<file path="src/rtl/sbu_pkg.sv">
// sbu_pkg: shared types and constants of the seven-bit unpacker
// no dependencies
package sbu_pkg;

	localparam int FRAME_MAX = 7;
	localparam int BYTE_W    = 8;
	localparam int CNT_W     = 3;

	typedef enum logic {
		ST_FILL,
		ST_DRAIN
	} sbu_state_t;

	// read in flight toward the output register
	typedef struct packed {
		logic valid;
		logic msb;
		logic last;
		logic done;
	} rd_tag_t;

endpackage

</file>
<file path="src/rtl/sbu_ram.sv">
// sbu_ram: generic one-write one-read ram with registered read data
// no dependencies
module sbu_ram #(
	parameter int WIDTH = 8,
	parameter int DEPTH = 7
) (
	input  logic                     clk,
	input  logic                     we,
	input  logic [$clog2(DEPTH)-1:0] waddr,
	input  logic [WIDTH-1:0]         wdata,
	input  logic [$clog2(DEPTH)-1:0] raddr,
	output logic [WIDTH-1:0]         rdata
);

	logic [WIDTH-1:0] mem [DEPTH];

	always_ff @(posedge clk) begin
		if (we) begin
			mem[waddr] <= wdata;
		end
		rdata <= mem[raddr];
	end

endmodule

</file>
<file path="src/rtl/sbu_ctrl.sv">
// sbu_ctrl: frame fill and drain sequencer, drives the frame ram
// depends on sbu_pkg
module sbu_ctrl import sbu_pkg::*; (
	input  logic              clk,
	input  logic              arst_n,
	input  logic              s_tvalid,
	output logic              s_tready,
	input  logic [BYTE_W-1:0] s_tdata,
	input  logic              s_tlast,
	input  logic              out_free,
	output logic              ram_we,
	output logic [CNT_W-1:0]  ram_waddr,
	output logic [CNT_W-1:0]  ram_raddr,
	output rd_tag_t           tag_s1
);

	sbu_state_t state_q, state_d;
	logic [CNT_W-1:0]  held_q;
	logic [CNT_W-1:0]  n_q;
	logic [CNT_W-1:0]  idx_q;
	logic [BYTE_W-2:0] ovf_q;
	logic              end_q;
	logic              accept, full, take_ovf, issue, last_rd;
	logic [CNT_W-1:0]  bit_sel;

	assign accept   = s_tvalid && s_tready;
	assign full     = (held_q == CNT_W'(FRAME_MAX));
	assign take_ovf = full || (s_tlast && (held_q != '0));
	assign last_rd  = ((idx_q + CNT_W'(1)) == n_q);
	assign bit_sel  = CNT_W'(FRAME_MAX - 1) - idx_q;

	always_comb begin
		state_d = state_q;
		case (state_q)
			ST_FILL: begin
				if (accept && take_ovf) begin
					state_d = ST_DRAIN;
				end
			end
			ST_DRAIN: begin
				if (issue && last_rd) begin
					state_d = ST_FILL;
				end
			end
			default: state_d = ST_FILL;
		endcase
	end

	always_comb begin
		s_tready  = 1'b0;
		issue     = 1'b0;
		ram_we    = 1'b0;
		ram_waddr = held_q;
		ram_raddr = idx_q;
		case (state_q)
			ST_FILL: begin
				s_tready = 1'b1;
				ram_we   = s_tvalid && !take_ovf && !s_tlast;
			end
			ST_DRAIN: begin
				issue = !tag_s1.valid && out_free;
			end
			default: ;
		endcase
	end

	always_ff @(posedge clk or negedge arst_n) begin
		if (!arst_n) begin
			state_q <= ST_FILL;
			held_q  <= '0;
			n_q     <= '0;
			idx_q   <= '0;
			tag_s1  <= '0;
		end else begin
			state_q      <= state_d;
			tag_s1.valid <= issue;
			if (ram_we) begin
				held_q <= held_q + CNT_W'(1);
			end
			if (accept && take_ovf) begin
				n_q    <= held_q;
				idx_q  <= '0;
				held_q <= '0;
			end else if (issue) begin
				idx_q <= idx_q + CNT_W'(1);
			end
			if (issue) begin
				tag_s1.msb  <= ovf_q[bit_sel];
				tag_s1.last <= last_rd;
				tag_s1.done <= last_rd && end_q;
			end
		end
	end

	always_ff @(posedge clk) begin
		if (accept && take_ovf) begin
			ovf_q <= s_tdata[BYTE_W-2:0];
			end_q <= s_tlast;
		end
	end

	a_no_accept_in_drain: assert property (@(posedge clk) disable iff (!arst_n)
		(state_q == ST_DRAIN) |-> !s_tready)
		else $error("input taken while draining");

	a_issue_spacing: assert property (@(posedge clk) disable iff (!arst_n)
		issue |=> !issue)
		else $error("back-to-back ram reads");

	a_last_ends_drain: assert property (@(posedge clk) disable iff (!arst_n)
		(issue && last_rd) |=> (state_q == ST_FILL) && (held_q == '0))
		else $error("drain did not return to fill");

	a_held_range: assert property (@(posedge clk) disable iff (!arst_n)
		(state_q == ST_DRAIN) |-> (n_q != '0) && (idx_q < n_q))
		else $error("drain index out of frame");

endmodule

</file>
<file path="src/rtl/sbu_out.sv">
// sbu_out: output register merging recovered msb into ram read data
// depends on sbu_pkg
module sbu_out import sbu_pkg::*; (
	input  logic              clk,
	input  logic              arst_n,
	input  rd_tag_t           tag_s1,
	input  logic [BYTE_W-1:0] rdata,
	output logic              out_free,
	output logic              m_tvalid,
	input  logic              m_tready,
	output logic [BYTE_W-1:0] m_tdata,
	output logic              m_tlast,
	output logic              m_tuser
);

	logic valid_q;

	assign out_free = !valid_q || m_tready;
	assign m_tvalid = valid_q;

	always_ff @(posedge clk or negedge arst_n) begin
		if (!arst_n) begin
			valid_q <= 1'b0;
		end else if (tag_s1.valid) begin
			valid_q <= 1'b1;
		end else if (m_tready) begin
			valid_q <= 1'b0;
		end
	end

	always_ff @(posedge clk) begin
		if (tag_s1.valid) begin
			m_tdata <= rdata | {tag_s1.msb, {(BYTE_W-1){1'b0}}};
			m_tlast <= tag_s1.last;
			m_tuser <= tag_s1.done;
		end
	end

	a_land_free: assert property (@(posedge clk) disable iff (!arst_n)
		tag_s1.valid |-> (!valid_q || m_tready))
		else $error("read data lands on an untaken item");

	a_done_is_last: assert property (@(posedge clk) disable iff (!arst_n)
		(valid_q && m_tuser) |-> m_tlast)
		else $error("stream end without run end");

	a_tag_done_last: assert property (@(posedge clk) disable iff (!arst_n)
		(tag_s1.valid && tag_s1.done) |-> tag_s1.last)
		else $error("tag done without last");

endmodule

</file>
<file path="src/rtl/seven_bit_unpacker_unit.sv">
// seven_bit_unpacker_unit: top level of the 7-bit packed stream decoder
// depends on sbu_pkg, sbu_ram, sbu_ctrl, sbu_out
//
// channel  dir  tdata          tlast        tuser
// s_*      in   enc_byte[7:0]  stream_end   -
// m_*      out  dec_byte[7:0]  run_last     stream_done
//
// a data byte is taken and written to the frame ram
// an overflow byte starts a drain: decoded items leave one at a time, paced by
// the single ram read port and its registered read data; input waits meanwhile
// a full frame holds seven items and drains after its overflow byte
// arst_n clears the fill count and control; the ram needs no clearing
// output stalls hold the item in the output register and pause the drain
module seven_bit_unpacker_unit import sbu_pkg::*; (
	input  logic              clk,
	input  logic              arst_n,
	input  logic              s_tvalid,
	output logic              s_tready,
	input  logic [BYTE_W-1:0] s_tdata,   // enc_byte
	input  logic              s_tlast,
	output logic              m_tvalid,
	input  logic              m_tready,
	output logic [BYTE_W-1:0] m_tdata,   // dec_byte
	output logic              m_tlast,
	output logic              m_tuser    // stream_done
);

	logic              ram_we;
	logic [CNT_W-1:0]  ram_waddr, ram_raddr;
	logic [BYTE_W-1:0] ram_rdata;
	logic              out_free;
	rd_tag_t           tag_s1;

	sbu_ram #(
		.WIDTH(BYTE_W),
		.DEPTH(FRAME_MAX)
	) u_ram (
		.clk  (clk),
		.we   (ram_we),
		.waddr(ram_waddr),
		.wdata(s_tdata),
		.raddr(ram_raddr),
		.rdata(ram_rdata)
	);

	sbu_ctrl u_ctrl (
		.clk      (clk),
		.arst_n   (arst_n),
		.s_tvalid (s_tvalid),
		.s_tready (s_tready),
		.s_tdata  (s_tdata),
		.s_tlast  (s_tlast),
		.out_free (out_free),
		.ram_we   (ram_we),
		.ram_waddr(ram_waddr),
		.ram_raddr(ram_raddr),
		.tag_s1   (tag_s1)
	);

	sbu_out u_out (
		.clk     (clk),
		.arst_n  (arst_n),
		.tag_s1  (tag_s1),
		.rdata   (ram_rdata),
		.out_free(out_free),
		.m_tvalid(m_tvalid),
		.m_tready(m_tready),
		.m_tdata (m_tdata),
		.m_tlast (m_tlast),
		.m_tuser (m_tuser)
	);

endmodule

</file>
<file path="config.mk">
export PLATFORM = sky130hd
export DESIGN_NAME = seven_bit_unpacker_unit
export DESIGN_NICKNAME = d
export VERILOG_FILES = /design/src/rtl/sbu_pkg.sv /design/src/rtl/sbu_ram.sv /design/src/rtl/sbu_ctrl.sv /design/src/rtl/sbu_out.sv /design/src/rtl/seven_bit_unpacker_unit.sv
export SDC_FILE = /design/constraint.sdc
export NUM_CORES = 1
export LEC_CHECK = 0
export BUFFER_PORTS_ARGS = -buffer_cell sky130_fd_sc_hd__buf_2
export CORE_MARGIN = 2
export CORE_UTILIZATION = 45
export DETAILED_ROUTE_END_ITERATION = 10
export SLEW_MARGIN = 0
export SYNTH_ARGS = -nofsm -noshare
export SYNTH_HDL_FRONTEND = slang
export SYNTH_HIERARCHICAL = 1
export SYNTH_SLANG_ARGS = --single-unit
</file>
<file path="constraint.sdc">
create_clock -name clk -period 3.8 [get_ports clk]
set_input_delay 1.14 -clock clk [delete_from_list [all_inputs] [get_ports clk]]
set_output_delay 1.14 -clock clk [all_outputs]
set_load 0.01 [all_outputs]
</file>
* Word-level counts from Yosys, hierarchy flattened
Memories as Yosys holds them, arrays and structs flattened. A register that Yosys moved wholly into a read port is not among the register bits. Index checks and enable logic that the tools add are counted.
Word-level totals: register bits after elaboration 33, memory bits (writable) 56, input port bits 13, output and inout port bits 12, word-level logic and storage cells 57, memories kept 1
Memory list:
- u_ram.mem | depth 7, width 8, read ports 1, clocked after memory_dff 1, write ports 1, RTL line sbu_ram.sv:15 | logic [WIDTH-1:0] mem [DEPTH];
Operators by class: add/sub/neg operators 3, order comparisons 1, eq/ne operators 2, multiplexer cells 16, bitwise gates (word level) 2, reductions and logical operators 18
Operator list (count):
- $mux 3 | 4
- $mux 1 | 10
- $logic_and 1x1->1 | 8
- $or 8x8->8 | 1
- $add 3x1->3 const B | 2
- $reduce_bool 2->1 | 3
- $logic_not 1->1 | 4
- $lt 3x4->1 const B | 1
- $bmux 1 s3 | 1
- $eq 3x3->1 | 1
- $eq 3x3->1 const B | 1
- $reduce_bool 3->1 | 1
- $sub 3x3->3 const A | 1
- $logic_or 1x1->1 | 2
- $pmux 1 s2 | 1
- $not 1->1 | 1

* Depth between registers and ports, before layout
depth in word-level cells 9, mapped depth 6, mapped depth without buffers 6

* Cells and area by module
Netlist, hierarchy kept.
By module, submodules not included:
- sbu_ram | times used 1, cells each 133, area an instance 2516.2 um2, seq. area each 1841.8 um2
- sbu_ctrl | times used 1, cells each 78, area an instance 1006.0 um2, seq. area each 590.6 um2
- sbu_out | times used 1, cells each 14, area an instance 351.6 um2, seq. area each 325.3 um2

* Worst setup path after synthesis
OpenSTA, ideal clock, no wires.
path kind in2reg, start point input s_tvalid, end point memory u_ram.mem[0][0], enable pin, setup time 0.383 ns, arrival time 2.321 ns, required time 3.417 ns, slack 1.096 ns, stages on the path 4, path buffers 0, cells stage by stage nand2b_1 -> nor3_2 -> nand2b_1 -> nor3_1
Between the ends: word-level cells in the longest chain between the ends 5
Ends and longest elaborated chain:
- from (decl) | RTL line seven_bit_unpacker_unit.sv:17 | input logic s_tvalid,
- $logic_and 1x1->1 (2 in series) | RTL line sbu_ctrl.sv:58 | ram_we = s_tvalid && !take_ovf && !s_tlast;
- $mux 1 | RTL line sbu_ctrl.sv:55 | case (state_q)
- named net ram_we | RTL line seven_bit_unpacker_unit.sv:28 | logic ram_we;
- $mux 1 | RTL line sbu_ram.sv:18 | if (we) begin
- $mux 1 (implied by the code) | RTL line sbu_ram.sv:19 | mem[waddr] <= wdata;
- to (decl) | RTL line sbu_ram.sv:15
The timed path passes the listed nets, and every way through them passes these cells.

* Final worst setup path
start point register u_ctrl.held_q[0], in the netlist u_ctrl/ram_waddr[0], end point memory u_ram.mem[2][7], enable pin
Between the ends: word-level cells in the longest chain between the ends 9, elaborated cells on any way between the ends 10, those cells by class eq/ne (1); mux (3); reduce/logical (6)
Ends and longest elaborated chain:
- from (decl) | RTL line sbu_ctrl.sv:18 | logic [CNT_W-1:0] held_q;
- from (signal assigned) | RTL line sbu_ctrl.sv:78 | held_q <= held_q + CNT_W'(1);
- $reduce_bool 3->1 | RTL line sbu_ctrl.sv:28 | assign take_ovf = full || (s_tlast && (held_q != '0));
- $logic_and 1x1->1 | RTL line sbu_ctrl.sv:28
- $logic_or 1x1->1 (*) | RTL line sbu_ctrl.sv:28
- $logic_not 1->1 (*) | RTL line sbu_ctrl.sv:58
- $logic_and 1x1->1 (*) (2 in series) | RTL line sbu_ctrl.sv:58
- $mux 1 (*) | RTL line sbu_ctrl.sv:55
- named net ram_we | RTL line seven_bit_unpacker_unit.sv:28
- $mux 1 (*) | RTL line sbu_ram.sv:18
- $mux 1 (implied by the code) (*) | RTL line sbu_ram.sv:19
Mark *: on every way through the listed nets, which the timed path passes. The rest lies on a longest branch.

==> summary.txt <==
GRT
  – Global router's overall resource usage: 15.8%
  – Remaining global-route overflow: 0
  – Largest net degree at the start of global routing: 28
  – First-pass GRT wire length: 11,000 um
  – Initial antenna violation count: 0
  – Vias in the first global route: 1,970

Timing
  – Transition at the pin with the smallest max-transition slack: 0.623 ns
  – Share of the clock period used by the worst path: 64.5%
  – Unrepaired setup endpoints after global routing: false
  – Final Hold Viols: 0
  – Relative slew slack: 58.3%
  – Maximum clock rate: 408 MHz
  – Setup Viol. Count Final: 0
  – Sum Neg Setup Slack: 0 ns
  – Pins over their slew limit: 0
  – Clk_skew: 0.0124 ns
  – Min Tclk post-route: 2.45 ns

Clock tree
  – Count of cells resized by post-cts repair: 0
  – Worst-case clock buffer depth: 2
  – CTS HTree Levels: 3
  – Clk Tree Root Cell: sky130_fd_sc_hd__clkbuf_8
  – Post-CTS Hold Buffers: 0
  – Clock input transition at the sequential cells of the worst setup and hold paths: 0.09 ns
  – Number of sinks on the clock net: 97
  – Skew-Pair Late Insertion Delay: 0.36 ns
  – Number of post-CTS setup repair buffers: 0
  – CTS tree: yes
  – Total CTS buffers: 9

Logic synthesis
  – Top cells by instance count after synthesis: sky130_fd_sc_hd__edfxtp_1 (74), sky130_fd_sc_hd__mux2i_1 (18), sky130_fd_sc_hd__dfrtp_1 (15)
  – Primary flip-flop cell chosen by synthesis mapping: sky130_fd_sc_hd__edfxtp_1
  – FFs w/ async S/R, synth: 15.5%
  – Synth Cell Area: 3870 um2
  – Synthesized area divided by synthesized cell count: 17.2 um2
  – Sequential share of the synthesized area: 71.2%
  – Synth top area cells: sky130_fd_sc_hd__edfxtp_1 (57%), sky130_fd_sc_hd__dfrtp_1 (9.7%), sky130_fd_sc_hd__mux2i_1 (4.7%)
  – Yosys synthesis warning count: 6
  – Number of synthesized register bits: 97
  – Most frequent cell after synthesis: sky130_fd_sc_hd__edfxtp_1
  – Biggest area consumer among synthesized cells: sky130_fd_sc_hd__edfxtp_1
  – Share of the synthesized area in the top cell type: 57.4%
  – Count of cell types in the netlist: 38
  – Post-Syn Instances: 225
  – Number of enable flip-flop cells after synthesis: 74
  – Net count of the mapped netlist: 243

Detailed routing
  – Mean routed wirelength per cell: 19.0 um
  – Detailed-route via count: 1,932
  – Initial DRC Count: 122
  – Sum of routed wire length over all layers: 6960 um
  – Post-route DRC violation count: 0
  – First-pass DRT Iterations: 4
  – Antenna-violating nets left: 0
  – Avg Vias per Cell: 5.28

Critical path
  – Required time at the worst-slack endpoint: 3.79 ns
  – Type of origin of the critical path: flop
  – Worst endpoint data arrival time: 2.44 ns
  – Top fanout value on the critical path: 9
  – Endpoint kind of the worst setup timing path: flop
  – Type of the worst setup path: flop to flop

Layout
  – Area of the multi-input gates: 1030 um2
  – Number of filler cells placed in the layout: 684
  – Proportion of layout cells with a drive suffix above 1: 28.4%
  – Layout Nets: 274
  – Non-filler instance count after layout: 366
  – Antenna cell count: 0
  – Area growth from synthesis to final layout: 11.4%
  – Total area of sequential cells: 2760 um2

Place
  – Total instance count after detailed placement: 350
  – Number of buffers added on ports: 24
  – Routability Congestion: 0.757
  – Detailed-placement wirelength estimate: 4710 um

Outcome
  – Result of the run: finished clean

Power
  – P per Cell Area: 716 nW/um2
  – Reported leakage power: 1.56 nW
  – Worst VDD drop: 242 uV

Floorplanning
  – Vert. Die Dim: 96.8 um
  – Die area: 9370 um2
  – Starting density of the core: 46.7%
  – Site row count: 33
  – I/O pin total: 25
  – Die Span X: 96.8 um
  – Total core area: 8300 um2

Min path
  – Classification of the worst-slack hold path: flop to flop

Flow run
  – Total of max-cap violations: 0
-- cell type report --
type | count | share of cell area, %
clock inverter | 6 | 2.09
inverter | 6 | 0.522
clock buffer | 10 | 2.96
multi-input combinational | 114 | 24.0
tap | 105 | 3.05
sequential | 97 | 63.9
timing repair buffer | 28 | 3.48
-- logic make-up (layout without fill, tap and decap cells) --
family                   Yosys count  count (layout)  share of synthesized area [%]
AND/OR/NAND/NOR                   45              45                           6.43
multiplexers                      30              30                           9.21
adder cells (fa/ha/maj)            5               5                           1.61
AO/OA/AOI/OAI                     26              26                           7.66
XOR/XNOR                           8               8                           1.81
flip-flops                        97              97                           71.2
buffers and inverters             14              50                           2.10
-- power by group --
group,internal [mW],switching [mW]
logic,0.379,0.476
registers,1.36,0.154
clock network,0.373,0.342
total,2.12,0.972
-- worst max-delay path: stages, from the launching register on --
cell and delay, ns:
sky130_fd_sc_hd__dfrtp_1 0.49, sky130_fd_sc_hd__ha_1 0.25, sky130_fd_sc_hd__ha_1 0.23, sky130_fd_sc_hd__nor3_2 0.42
sky130_fd_sc_hd__nand2b_1 0.18, sky130_fd_sc_hd__nor2_1 0.53
-- per-layer routing --
layer  track usage, %  up-vias  wire length, um
met5                0        -                0
met4             6.83        0              116
met3             2.96        7              235
met2             24.3       35             3200
met1             22.3      981             3410
li1                 -      909                -
-- final timing paths --
check / slack [ns] / start / cells past startpoint / endpoint
setup / recovery: 1.35 / u_ctrl/ram_waddr[0]$_DFFE_PN0P_ / 5 / u_ram/mem[2][7]$_DFFE_PP_
hold / removal: 0.41 / u_ram/rdata[3]$_DFF_P_ / 0 / u_out/m_tdata[3]$_DFFE_PP_
setup reg to reg: 1.35 / u_ctrl/ram_waddr[0]$_DFFE_PN0P_ / 5 / u_ram/mem[2][7]$_DFFE_PP_
hold reg to reg: 0.41 / u_ram/rdata[3]$_DFF_P_ / 0 / u_out/m_tdata[3]$_DFFE_PP_
max in group asynchronous: 2.86 / arst_n / 1 / u_ctrl/state_q$_DFF_PN0_
min in group asynchronous: 0.68 / arst_n / 1 / u_ctrl/ram_waddr[1]$_DFFE_PN0P_
-- cells in the final DEF (no fill, tap or decap), types with 3 or more instances in the layout --
cell                        n
sky130_fd_sc_hd__dfxtp_1    8
sky130_fd_sc_hd__nor2_1    11
sky130_fd_sc_hd__mux2_1     3
sky130_fd_sc_hd__nand2b_1  12
sky130_fd_sc_hd__buf_2     24
sky130_fd_sc_hd__o221ai_2   8
sky130_fd_sc_hd__edfxtp_1  74
sky130_fd_sc_hd__nand2_1   10
sky130_fd_sc_hd__xor2_1     3
sky130_fd_sc_hd__ha_1       5
sky130_fd_sc_hd__o211ai_2   8
sky130_fd_sc_hd__buf_4      4
sky130_fd_sc_hd__mux2i_1   18
sky130_fd_sc_hd__clkbuf_8   9
sky130_fd_sc_hd__dfrtp_1   15
sky130_fd_sc_hd__xnor2_1    5
sky130_fd_sc_hd__inv_1      5
sky130_fd_sc_hd__mux2_4     8
-- through the flow --
stage | worst slack, ns | cell area [um2] | power, mW | util (%) | hold WS [ns]
4_1_cts | 1.32 | 4310 | 3.12 | 52.0 | 0.412
3_3_place_gp | 0.998 | 4100 | 2.39 | 49.4 | 0.386
2_1_floorplan | 1.10 | 3870 | 2.18 | - | 0.386
5_1_grt | 1.13 | 4310 | 3.26 | 52.0 | 0.421
3_5_place_dp | 0.982 | 4100 | 2.40 | 49.4 | 0.389
6_report | 1.35 | 4310 | 3.09 | 52.0 | 0.411
-- registers in the layout, summed over array words and instances (netlist names), 3 cells and up --
register          count
u_ctrl/ram_raddr      3
u_ctrl/tag_s1         4
u_ram/rdata           8
u_out/m_tdata         8
u_ctrl/ram_waddr      3
u_ctrl/ovf_q          7
u_ram/mem            56
u_ctrl/n_q            3
Note: power is estimated with default switching activity, not from simulation.
